--- src/sv/qsed_pkg.sv ---
// ----------------------------------------------------------------------------
// qsed_pkg
// Shared codes, character constants and decode helpers for the quoted
// string escape decoder.
// ----------------------------------------------------------------------------
`default_nettype none

package qsed_pkg;

  // decoder modes
  localparam logic [3:0] M_IDLE     = 4'd0;
  localparam logic [3:0] M_STR      = 4'd1;
  localparam logic [3:0] M_ESC      = 4'd2;
  localparam logic [3:0] M_OCT1     = 4'd3;
  localparam logic [3:0] M_OCT2     = 4'd4;
  localparam logic [3:0] M_HEX0     = 4'd5;
  localparam logic [3:0] M_HEX1     = 4'd6;
  localparam logic [3:0] M_AFTER_LF = 4'd7;
  localparam logic [3:0] M_AFTER_CR = 4'd8;

  // result kinds
  localparam logic [1:0] K_BYTE   = 2'd0;
  localparam logic [1:0] K_CLOSE  = 2'd1;
  localparam logic [1:0] K_BADESC = 2'd2;
  localparam logic [1:0] K_NOEND  = 2'd3;

  // characters
  localparam logic [7:0] CH_NUL   = 8'h00;
  localparam logic [7:0] CH_LF    = 8'h0A;
  localparam logic [7:0] CH_CR    = 8'h0D;
  localparam logic [7:0] CH_DQUOT = 8'h22;
  localparam logic [7:0] CH_BSL   = 8'h5C;
  localparam logic [7:0] CH_X     = 8'h78;

  typedef struct packed {
    logic       hit;
    logic [7:0] val;
  } esc_lookup_t;

  typedef struct packed {
    logic       hit;
    logic [3:0] val;
  } hex_lookup_t;

  // simple escape letter to byte
  function automatic esc_lookup_t simple_esc(input logic [7:0] c);
    esc_lookup_t r;
    r.hit = 1'b1;
    r.val = 8'h00;
    unique case (c)
      8'h62:   r.val = 8'h08;  // b
      8'h74:   r.val = 8'h09;  // t
      8'h76:   r.val = 8'h0B;  // v
      8'h6E:   r.val = 8'h0A;  // n
      8'h66:   r.val = 8'h0C;  // f
      8'h72:   r.val = 8'h0D;  // r
      8'h22:   r.val = 8'h22;  // double quote
      8'h27:   r.val = 8'h27;  // single quote
      8'h5C:   r.val = 8'h5C;  // backslash
      default: r.hit = 1'b0;
    endcase
    return r;
  endfunction

  // hex digit value in either case
  function automatic hex_lookup_t hex_digit(input logic [7:0] c);
    hex_lookup_t r;
    r.hit = 1'b1;
    r.val = 4'h0;
    if (c >= 8'h30 && c <= 8'h39) begin
      r.val = c[3:0];
    end else if ((c >= 8'h41 && c <= 8'h46) || (c >= 8'h61 && c <= 8'h66)) begin
      r.val = 4'(c[2:0] + 3'd1) + 4'd8;
    end else begin
      r.hit = 1'b0;
    end
    return r;
  endfunction

  function automatic logic is_oct(input logic [7:0] c);
    return (c[7:3] == 5'b00110);
  endfunction

endpackage

`default_nettype wire

--- src/sv/quoted_string_escape_decoder.sv ---
// ----------------------------------------------------------------------------
// quoted_string_escape_decoder
// Decodes C style quoted strings from a byte stream, one byte per cycle unless stalled.
// ----------------------------------------------------------------------------
//  channel | ports                                 | direction
//  input   | in_valid, in_stall, in_byte[7:0]      | bytes in
//  result  | out_valid, out_stall, out_byte[7:0],  | decoded bytes and
//          | out_kind[1:0]                         | end / error reports
//
//  one byte per cycle while the result register is not stalled; an accepted
//  byte is held in the input register, then decoded into the result register
//  bytes that cause no result still pass both stages and update the mode
//  rst_n is synchronous; mode returns to idle and both stages empty
//  in_stall rises only when the input register holds a byte and the result
//  register is full and stalled
// ----------------------------------------------------------------------------
`default_nettype none

module quoted_string_escape_decoder (
  input  wire logic       clk,
  input  wire logic       rst_n,
  input  wire logic       in_valid,
  output logic            in_stall,
  input  wire logic [7:0] in_byte,
  output logic            out_valid,
  input  wire logic       out_stall,
  output logic [7:0]      out_byte,
  output logic [1:0]      out_kind
);

  logic       s1_valid_r;
  logic [7:0] s1_byte_r;
  logic [3:0] mode_r, mode_nxt;
  logic [7:0] esc_r, esc_nxt;
  logic       out_valid_r;
  logic [7:0] out_byte_r;
  logic [1:0] out_kind_r;

  logic       out_free;
  logic       proc_en;
  logic       in_take;

  logic       res_vld;
  logic [1:0] res_kind;
  logic [7:0] res_byte;
  logic       str_like;

  qsed_pkg::esc_lookup_t simple;
  qsed_pkg::hex_lookup_t hex;

  // handshake
  assign out_free = !out_valid_r || !out_stall;
  assign proc_en  = s1_valid_r && out_free;
  assign in_stall = s1_valid_r && !out_free;
  assign in_take  = in_valid && !in_stall;

  assign out_valid = out_valid_r;
  assign out_byte  = out_byte_r;
  assign out_kind  = out_kind_r;

  // input register
  always_ff @(posedge clk) begin
    if (!rst_n) begin
      s1_valid_r <= 1'b0;
    end else if (!in_stall) begin
      s1_valid_r <= in_valid;
    end
    if (in_take) begin
      s1_byte_r <= in_byte;
    end
  end

  assign simple = qsed_pkg::simple_esc(s1_byte_r);
  assign hex    = qsed_pkg::hex_digit(s1_byte_r);

  // byte handled as string body: in a string, or after a line splice that
  // is not followed by its partner character
  assign str_like = (mode_r == qsed_pkg::M_STR) ||
                    (mode_r == qsed_pkg::M_AFTER_LF && s1_byte_r != qsed_pkg::CH_CR) ||
                    (mode_r == qsed_pkg::M_AFTER_CR && s1_byte_r != qsed_pkg::CH_LF);

  // decode
  always_comb begin
    res_vld  = 1'b0;
    res_kind = qsed_pkg::K_BYTE;
    res_byte = 8'h00;
    mode_nxt = mode_r;
    esc_nxt  = esc_r;
    if (str_like) begin
      if (s1_byte_r == qsed_pkg::CH_NUL) begin
        res_vld  = 1'b1;
        res_kind = qsed_pkg::K_NOEND;
        mode_nxt = qsed_pkg::M_IDLE;
      end else if (s1_byte_r == qsed_pkg::CH_DQUOT) begin
        res_vld  = 1'b1;
        res_kind = qsed_pkg::K_CLOSE;
        mode_nxt = qsed_pkg::M_IDLE;
      end else if (s1_byte_r == qsed_pkg::CH_BSL) begin
        mode_nxt = qsed_pkg::M_ESC;
      end else begin
        res_vld  = 1'b1;
        res_byte = s1_byte_r;
        mode_nxt = qsed_pkg::M_STR;
      end
    end else begin
      unique case (mode_r)
        qsed_pkg::M_AFTER_LF, qsed_pkg::M_AFTER_CR: begin
          // swallowed partner of a line splice
          mode_nxt = qsed_pkg::M_STR;
        end
        qsed_pkg::M_ESC: begin
          priority if (s1_byte_r == qsed_pkg::CH_NUL) begin
            res_vld  = 1'b1;
            res_kind = qsed_pkg::K_NOEND;
            mode_nxt = qsed_pkg::M_IDLE;
          end else if (simple.hit) begin
            res_vld  = 1'b1;
            res_byte = simple.val;
            mode_nxt = qsed_pkg::M_STR;
          end else if (qsed_pkg::is_oct(s1_byte_r)) begin
            esc_nxt  = {5'd0, s1_byte_r[2:0]};
            mode_nxt = qsed_pkg::M_OCT1;
          end else if (s1_byte_r == qsed_pkg::CH_X) begin
            mode_nxt = qsed_pkg::M_HEX0;
          end else if (s1_byte_r == qsed_pkg::CH_LF) begin
            res_vld  = 1'b1;
            res_byte = qsed_pkg::CH_LF;
            mode_nxt = qsed_pkg::M_AFTER_LF;
          end else if (s1_byte_r == qsed_pkg::CH_CR) begin
            res_vld  = 1'b1;
            res_byte = qsed_pkg::CH_LF;
            mode_nxt = qsed_pkg::M_AFTER_CR;
          end else begin
            res_vld  = 1'b1;
            res_kind = qsed_pkg::K_BADESC;
            mode_nxt = qsed_pkg::M_IDLE;
          end
        end
        qsed_pkg::M_OCT1, qsed_pkg::M_OCT2: begin
          priority if (s1_byte_r == qsed_pkg::CH_NUL) begin
            res_vld  = 1'b1;
            res_kind = qsed_pkg::K_NOEND;
            mode_nxt = qsed_pkg::M_IDLE;
          end else if (!qsed_pkg::is_oct(s1_byte_r)) begin
            res_vld  = 1'b1;
            res_kind = qsed_pkg::K_BADESC;
            mode_nxt = qsed_pkg::M_IDLE;
          end else begin
            // low 8 bits of the octal value
            esc_nxt = {esc_r[4:0], s1_byte_r[2:0]};
            if (mode_r == qsed_pkg::M_OCT1) begin
              mode_nxt = qsed_pkg::M_OCT2;
            end else begin
              res_vld  = 1'b1;
              res_byte = {esc_r[4:0], s1_byte_r[2:0]};
              mode_nxt = qsed_pkg::M_STR;
            end
          end
        end
        qsed_pkg::M_HEX0, qsed_pkg::M_HEX1: begin
          priority if (s1_byte_r == qsed_pkg::CH_NUL) begin
            res_vld  = 1'b1;
            res_kind = qsed_pkg::K_NOEND;
            mode_nxt = qsed_pkg::M_IDLE;
          end else if (!hex.hit) begin
            res_vld  = 1'b1;
            res_kind = qsed_pkg::K_BADESC;
            mode_nxt = qsed_pkg::M_IDLE;
          end else if (mode_r == qsed_pkg::M_HEX0) begin
            esc_nxt  = {4'd0, hex.val};
            mode_nxt = qsed_pkg::M_HEX1;
          end else begin
            esc_nxt  = {esc_r[3:0], hex.val};
            res_vld  = 1'b1;
            res_byte = {esc_r[3:0], hex.val};
            mode_nxt = qsed_pkg::M_STR;
          end
        end
        default: begin
          // idle and unused codes: wait for the opening quote
          mode_nxt = (s1_byte_r == qsed_pkg::CH_DQUOT) ? qsed_pkg::M_STR
                                                       : qsed_pkg::M_IDLE;
        end
      endcase
    end
  end

  // decoder state
  always_ff @(posedge clk) begin
    if (!rst_n) begin
      mode_r <= qsed_pkg::M_IDLE;
      esc_r  <= 8'h00;
    end else if (proc_en) begin
      mode_r <= mode_nxt;
      esc_r  <= esc_nxt;
    end
  end

  // result register
  always_ff @(posedge clk) begin
    if (!rst_n) begin
      out_valid_r <= 1'b0;
    end else if (out_free) begin
      out_valid_r <= proc_en && res_vld;
    end
    if (proc_en && res_vld) begin
      out_byte_r <= res_byte;
      out_kind_r <= res_kind;
    end
  end

endmodule

`default_nettype wire

--- config.mk ---
export PLATFORM = sky130hd
export DESIGN_NAME = quoted_string_escape_decoder
export DESIGN_NICKNAME = d
export VERILOG_FILES = /design/src/sv/qsed_pkg.sv /design/src/sv/quoted_string_escape_decoder.sv
export SDC_FILE = /design/constraint.sdc
export NUM_CORES = 1
export LEC_CHECK = 0
export ABC_AREA = 1
export BUFFER_PORTS_ARGS = -buffer_cell sky130_fd_sc_hd__buf_2
export CAP_MARGIN = 10
export CELL_PAD_IN_SITES_DETAIL_PLACEMENT = 0
export CELL_PAD_IN_SITES_GLOBAL_PLACEMENT = 2
export CORE_MARGIN = 2
export CORE_UTILIZATION = 33
export DETAILED_ROUTE_END_ITERATION = 10
export PLACE_DENSITY = 0.78
export SETUP_SLACK_MARGIN = 0.05
export SLEW_MARGIN = 40
export SYNTH_ARGS = -nofsm -noshare
export SYNTH_HDL_FRONTEND = slang
export SYNTH_SLANG_ARGS = --single-unit
--- constraint.sdc ---
create_clock -name clk -period 2.6 [get_ports clk]
set_clock_uncertainty 0.1 [all_clocks]
set_input_delay 0.78 -clock clk [delete_from_list [all_inputs] [get_ports clk]]
set_output_delay 0.78 -clock clk [all_outputs]
set_load 0.005 [all_outputs]
* Word level (Yosys, flattened, before mapping) *
Cells that the tools add are included.
Widths: inputs -> output; s select.

storage, ports and cells
  register bits = 29
  input port bits = 12
  output and inout port bits = 12
  word-level logic and storage cells = 149

cells by class
  muxes and demuxes = 79
  eq/ne operators = 30
  bitwise logic cells = 1
  reduce and logical (&&, ||, !) cells = 24
  magnitude comparators = 6
  add/subtract/negate cells = 2

operators with widths
  kind                number
  $mux 8              12
  $eq 8x7->1 const B  8
  $pmux 7 s9          1
  $mux 4              13
  $mux 5              8
  $mux 2              15
  $pmux 8 s3          1
  $mux 1              19
  $mux 3              6
  $eq 4x3->1 const B  4
  $eq 8x4->1 const B  2
  $eq 8x6->1 const B  2
  $ge 8x7->1 const B  2
  $le 8x7->1 const B  2
  $ne 8x4->1 const B  2
  $pmux 4 s4          1
  $pmux 5 s3          1
  $ne 2x2->1 const B  7
  $reduce_and 10->1   1
  $logic_and 1x1->1   9
  $reduce_or 9->1     1
  $eq 4x2->1 const B  2
  $ge 8x6->1 const B  1
  $le 8x6->1 const B  1
  other kinds (13)    21

* Longest topological paths before layout *
  word-level depth = 10
  mapped depth = 13
  depth with buffers taken out = 13

* Worst setup path after synthesis *
Ideal clock, no wire load.

  kind = reg2reg
  start = reg s1_byte_r[0]
  end = reg out_byte_r[0], in the netlist out_byte[0] (enable)
  arrival = 1.664 ns
  stages on the path, launching flop included = 11
  buffers on the path = 0
  period minus slack after synthesis = 2.098 ns
  required time = 2.166 ns
  setup slack = 0.502 ns
  library setup time = 0.334 ns
  path through = edfxtp_1 -> inv_1 -> ha_1 -> inv_1 -> nor2_1 -> nand2_2 -> nand2b_1 -> nand3_2 -> a21oi_2 -> nand2_1 -> inv_1

between the ends
  word-level cells in the longest chain between the ends = 10
  elaborated cells on any way between the ends = 44
  those cells by class = order compare (6); eq/ne (12); mux (15); reduce/logical (11)

RTL lines
  item                                             line                                 source
  start, declared                                  quoted_string_escape_decoder.sv:32   logic [7:0] s1_byte_r;
  start signal, assigned                           quoted_string_escape_decoder.sv:69   s1_byte_r <= in_byte;
  $ge 8x7->1 / $le 8x7->1 (equally long branches)  qsed_pkg.sv:72                       end else if ((c >= 8'h41 && c <= 8'h46) || (c >= 8'h61 && c <= 8'h66)) begin
  $logic_and 1x1->1                                qsed_pkg.sv:72
  $logic_or 1x1->1                                 qsed_pkg.sv:72
  $mux 1                                           qsed_pkg.sv:72
  $mux 1                                           qsed_pkg.sv:70                       if (c >= 8'h30 && c <= 8'h39) begin
  $mux 1                                           quoted_string_escape_decoder.sv:165  end else if (!hex.hit) begin
  $mux 1                                           quoted_string_escape_decoder.sv:161  priority if (s1_byte_r == qsed_pkg::CH_NUL) begin
  $pmux 1 s3                                       quoted_string_escape_decoder.sv:106  unique case (mode_r)
  $mux 1 *                                         quoted_string_escape_decoder.sv:89   if (str_like) begin
  $logic_and 1x1->1 *                              quoted_string_escape_decoder.sv:206  if (proc_en && res_vld) begin
  end signal, assigned                             quoted_string_escape_decoder.sv:207  out_byte_r <= res_byte;
  end, declared                                    quoted_string_escape_decoder.sv:36   logic [7:0] out_byte_r;

Mark *: on every way between the ends. The rest lies on a longest branch, timed or not.
A chain may end at the register's enable or synchronous reset.

* Worst setup path after layout *
  start = reg s1_byte_r[0]
  end = reg out_kind_r[1], in the netlist out_kind[1] (enable)

between the ends
  word-level cells in the longest chain between the ends = 10
  elaborated cells on any way between the ends = 44
  those cells by class = order compare (6); eq/ne (12); mux (15); reduce/logical (11)

RTL lines
  item                                             line                                 source
  $ge 8x7->1 / $le 8x7->1 (equally long branches)  qsed_pkg.sv:72
  $logic_and 1x1->1                                qsed_pkg.sv:72
  $logic_or 1x1->1                                 qsed_pkg.sv:72
  $mux 1                                           qsed_pkg.sv:72
  $mux 1                                           qsed_pkg.sv:70
  $mux 1                                           quoted_string_escape_decoder.sv:165
  $mux 1                                           quoted_string_escape_decoder.sv:161
  $pmux 1 s3                                       quoted_string_escape_decoder.sv:106
  $mux 1 *                                         quoted_string_escape_decoder.sv:89
  $logic_and 1x1->1 *                              quoted_string_escape_decoder.sv:206
  end signal, assigned                             quoted_string_escape_decoder.sv:208  out_kind_r <= res_kind;
  end, declared                                    quoted_string_escape_decoder.sv:37   logic [1:0] out_kind_r;

Marks and branches as above.

==> results <==
- The static leakage power is 1.05 nW.
- Once the clock tree was built, the setup fixing pass inserted 0 buffers.
- By area the synthesized netlist is led by sky130_fd_sc_hd__edfxtp_1 27%, sky130_fd_sc_hd__nand2_1 14%, sky130_fd_sc_hd__dfxtp_1 11%, sky130_fd_sc_hd__nor2_1 6.5%, sky130_fd_sc_hd__inv_1 5.9%.
- Summed over all layers, the global routing overflow is 0.
- The worst setup path startpoint is s1_byte_r[0]$_DFFE_PP_.
- Row generation in the floorplan step produced 28 rows.
- The global routing usage summed across all routing layers is 0.189.
- CTS saw 29 sinks.
- In the routed design, unresolved DRC markers number 0.
- The final setup violation count is 0.
- The routed via count is between 1500 and 2000.
- Of the synthesized area, sequential elements account for 0.375.
- For the worst-skew pair, the clock arrives at the later sink with an insertion delay of around 280 ps.
- The synthesized design contains 29 register bits.
- The kind of end point of the critical path is a register.
- During synthesis, Yosys emitted a total of 0 warnings.
- STA classifies the critical path startpoint as a register.
- The portion of synthesized area spent on multiplexers is 0.
- The most frequent cell after synthesis is sky130_fd_sc_hd__nand2_1.
- The number of antenna violations at the first check in global routing was 0.
- For this design the ratio of total power to cell area is 479 mW/mm^2.
- The I/O pin count is 24.
- The layout has around 650 filler cells.
- The core occupancy in the finished layout is 0.400.
- The number of max-capacitance violations reported is 0.
- The required time of the critical path is between 2000 and 3000 ps.
- The library cell used as clock root buffer is sky130_fd_sc_hd__clkbuf_8.
- Synthesis produced approximately 290 cells.
- The final critical delay including setup and external delays is 2330 ps.
- Setup repair after global routing left no endpoint under its margin.
- The post-synthesis simple-gate area fraction is 0.396.
- The measured slew at the worst slew-check pin is roughly 430 ps.
- The number of input and output port buffers inserted is 23.
- Data arrives at the worst endpoint at 2240 ps.
- The first-pass iteration count of the detailed router is 4.
- The netlist area before placement is roughly 0.002 mm^2.
- The max-slew violation count is 0.
- The number of different library cells in the post-synthesis netlist is 32.
- The residual antenna-violating net count after detailed routing is 0.
- In this run the register-to-register setup slack is 270 ps.
- After detailed routing, the average wire length per cell comes to 14.8 um.
- The post-cts hold buffer count is 0.
- In the final layout, flip-flops and latches occupy between 700 and 800 um^2.
- The first global-routing pass estimated 9.40 mm of wire.
- The terminus of the critical flop-to-flop path is out_kind[1]$_DFFE_PP_.
- For this run, the leading register cell type out of synthesis is sky130_fd_sc_hd__edfxtp_1.
- The initial utilization of the core area, before any placement, comes to 0.343.
- The H-tree was split into 2 levels.
- The number of global-route vias before repair was approximately 1900.
- The pin count of the biggest net entering global routing is 11.
- The main combinational cell family by area after synthesis is simple AND/OR/NAND/NOR gates.
- The die is 82.4 um wide.
- The worst setup path is of the register to register kind.
- Counting every net in the synthesized netlist gives 305.
- The top-area cell type share of the netlist area is 0.266.
- The number of vias per cell is ~5.
- Derived from the worst setup path, the maximum achievable clock frequency is around 430 MHz.
- The ratio of cells with drive above 1 in the final layout is 0.227.
- In the synthesized netlist, the cells that appear most often are 75 x sky130_fd_sc_hd__nand2_1, 35 x sky130_fd_sc_hd__nor2_1, 32 x sky130_fd_sc_hd__inv_1.
- The number of inserted diodes is 0.
- Summed over all nets, the half-perimeter wirelength after detailed placement is between 4 and 5 mm.
- The final weighted congestion in routability-driven placement is 0.875.
- The floorplan step defined a die boundary enclosing just under 0.007 mm^2.
- The mean instance size in the synthesized netlist is around 7 um^2.
- Yosys mapped a number of flops with a built-in enable equal to 18.
- In the final layout, the multi-input gates occupy ~0.0011 mm^2.
- The layout net count is between 300 and 400.
- The highest fanout seen on the critical path is 5.
- The worst pin sits at a relative slew slack of 0.709.
- The number of buffers created by CTS is 5.
- The worst hold path belongs to the class register to register.
- The count of final hold-check violations is 0.
- The clock-pin slew reported for the worst setup and hold paths after clock tree synthesis is ~70 ps.
- The final critical-path share of the clock period is 0.896.
- The startpoint identified for the worst register-to-register timing path is s1_byte_r[0]$_DFFE_PP_.
- After detailed routing, the total wire length is 5.86 mm.
- The post-synthesis compound-gate area fraction is 0.119.
- Of all cell types, the one taking the most synthesized area is sky130_fd_sc_hd__edfxtp_1.
- The maximum resistive drop on vdd is between 0.2 and 0.25 mV.
- For this block, the initial DRC count from the detailed router was approximately 180.
- The flow ran to the end, and the final reports show no timing, DRC or antenna violations.
- The clock passes through at most 2 buffers.
- From bottom edge to top edge, the die measures 82.4 um.
- The layout overhead on the synthesized area is 16.7%.
- The total negative slack for setup checks is 0 ps.
- The clock tree from TritonCTS is yes.
- Following the worst setup path forward leads to its endpoint at out_kind[1]$_DFFE_PP_.
- The core area is around 0.0059 mm^2.
- The path depth of the worst reg2reg path is 11.
- The post-synthesis share of cell area spent on full adders, half adders and majority gates is 0.0247.
- For this run, asynchronously set or reset flops after synthesis account for 0.
- Of the total synthesized cell area, the portion taken by XOR and XNOR cells is 0.00432.
==> cell type report <==
type                            count  share of cell area
Clock buffer                        6              0.0306
Timing Repair inverter              1             0.00317
Multi-Input combinational cell    217               0.468
Sequential cell                    29               0.321
Timing Repair Buffer               25              0.0549
Tap cell                           75              0.0396
Inverter                           42              0.0681
Clock inverter                      2              0.0143
==> power breakdown <==
group          total (mW)  internal (mW)  leakage (nW)  switching, mW
sequential          0.529          0.509         0.253         0.0201
combinational       0.137         0.0448         0.742         0.0926
clock               0.468          0.283        0.0528          0.186
==> flip-flops by register name, summed over array words and instances, names as in the netlist <==
signal	cells
esc_r	5
out_valid	1
mode_r	4
s1_valid_r	1
out_kind	2
out_byte	8
s1_byte_r	8
==> what timing repair did <==
| item | 4_1_cts | 5_1_grt |
|---|---|---|
| hold endpoints to repair | 0 | 0 |
| resized for setup | 0 | 4 |
| endpoints found under the setup margin | 0 | 10 |
==> kinds of logic after synthesis <==
| kind of cell | count (synthesis) |
|---|---|
| simple gates | 169 |
| compound gates | 43 |
| buf+inv | 43 |
| flops | 29 |
| fa+ha+maj | 4 |
| xor+xnor | 1 |
==> placed cells by master, fill, tap and decap left out, drive strengths merged, types with 2 or more instances in the layout <==
cell | netlist | final
a21oi | 16 | 16
buf | 1 | 25
clkbuf | 0 | 6
clkinv | 2 | 3
clkinvlp | 0 | 2
dfxtp | 11 | 11
edfxtp | 18 | 18
ha | 4 | 4
inv | 40 | 39
nand2 | 84 | 84
nand3 | 28 | 28
nand4 | 6 | 6
nor2 | 45 | 45
o21ai | 20 | 20
o22ai | 3 | 3
==> worst max-delay path, stage by stage, from the launching register on <==
cell                         delay (ps)
sky130_fd_sc_hd__edfxtp_1           380
sky130_fd_sc_hd__inv_1              150
sky130_fd_sc_hd__ha_1               250
sky130_fd_sc_hd__inv_1              110
sky130_fd_sc_hd__nor2_1             140
sky130_fd_sc_hd__nand2_2            120
sky130_fd_sc_hd__nand2b_1           110
sky130_fd_sc_hd__nand3_2            140
sky130_fd_sc_hd__clkinv_1           150
sky130_fd_sc_hd__nand2_1             80
sky130_fd_sc_hd__nand2_2            150
sky130_fd_sc_hd__clkinvlp_4         180
==> per-stage QoR <==
step,area [um^2],power (mW),setup WS [ps],std cells,hold slack (ps)
4_1_cts,2350,1.14,171,396,377
2_1_floorplan,2030,0.622,502,289,329
3_3_place_gp,2250,0.677,193,388,351
3_5_place_dp,2250,0.672,185,388,367
6_report,2370,1.13,271,397,373
5_1_grt,2370,1.18,91.8,397,410
==> how the worst min path moves through the flow <==
stage	from	endpoint	slack, ps	cells past startpoint
after global routing	esc_r[4]$_SDFFE_PN0P_	esc_r[4]$_SDFFE_PN0P_	410	2
after floorplan	esc_r[4]$_SDFFE_PN0P_	esc_r[4]$_SDFFE_PN0P_	330	2
after CTS	esc_r[4]$_SDFFE_PN0P_	esc_r[4]$_SDFFE_PN0P_	380	2
after global placement	esc_r[4]$_SDFFE_PN0P_	esc_r[4]$_SDFFE_PN0P_	350	2
after detailed placement	esc_r[4]$_SDFFE_PN0P_	esc_r[4]$_SDFFE_PN0P_	370	2
final	esc_r[4]$_SDFFE_PN0P_	esc_r[4]$_SDFFE_PN0P_	370	2
==> layer usage <==
metal | wire, um | vias to the layer above | global-route usage | share of wire
met5 | 0 | - | 0 | 0
met4 | 144 | 0 | 0.0733 | 0.025
met3 | 273 | 12 | 0.0391 | 0.047
met2 | 2690 | 59 | 0.302 | 0.46
met1 | 2750 | 902 | 0.248 | 0.47
li1 | - | 1014 | - | -
No activity file was read; power rests on OpenSTA's default activity.
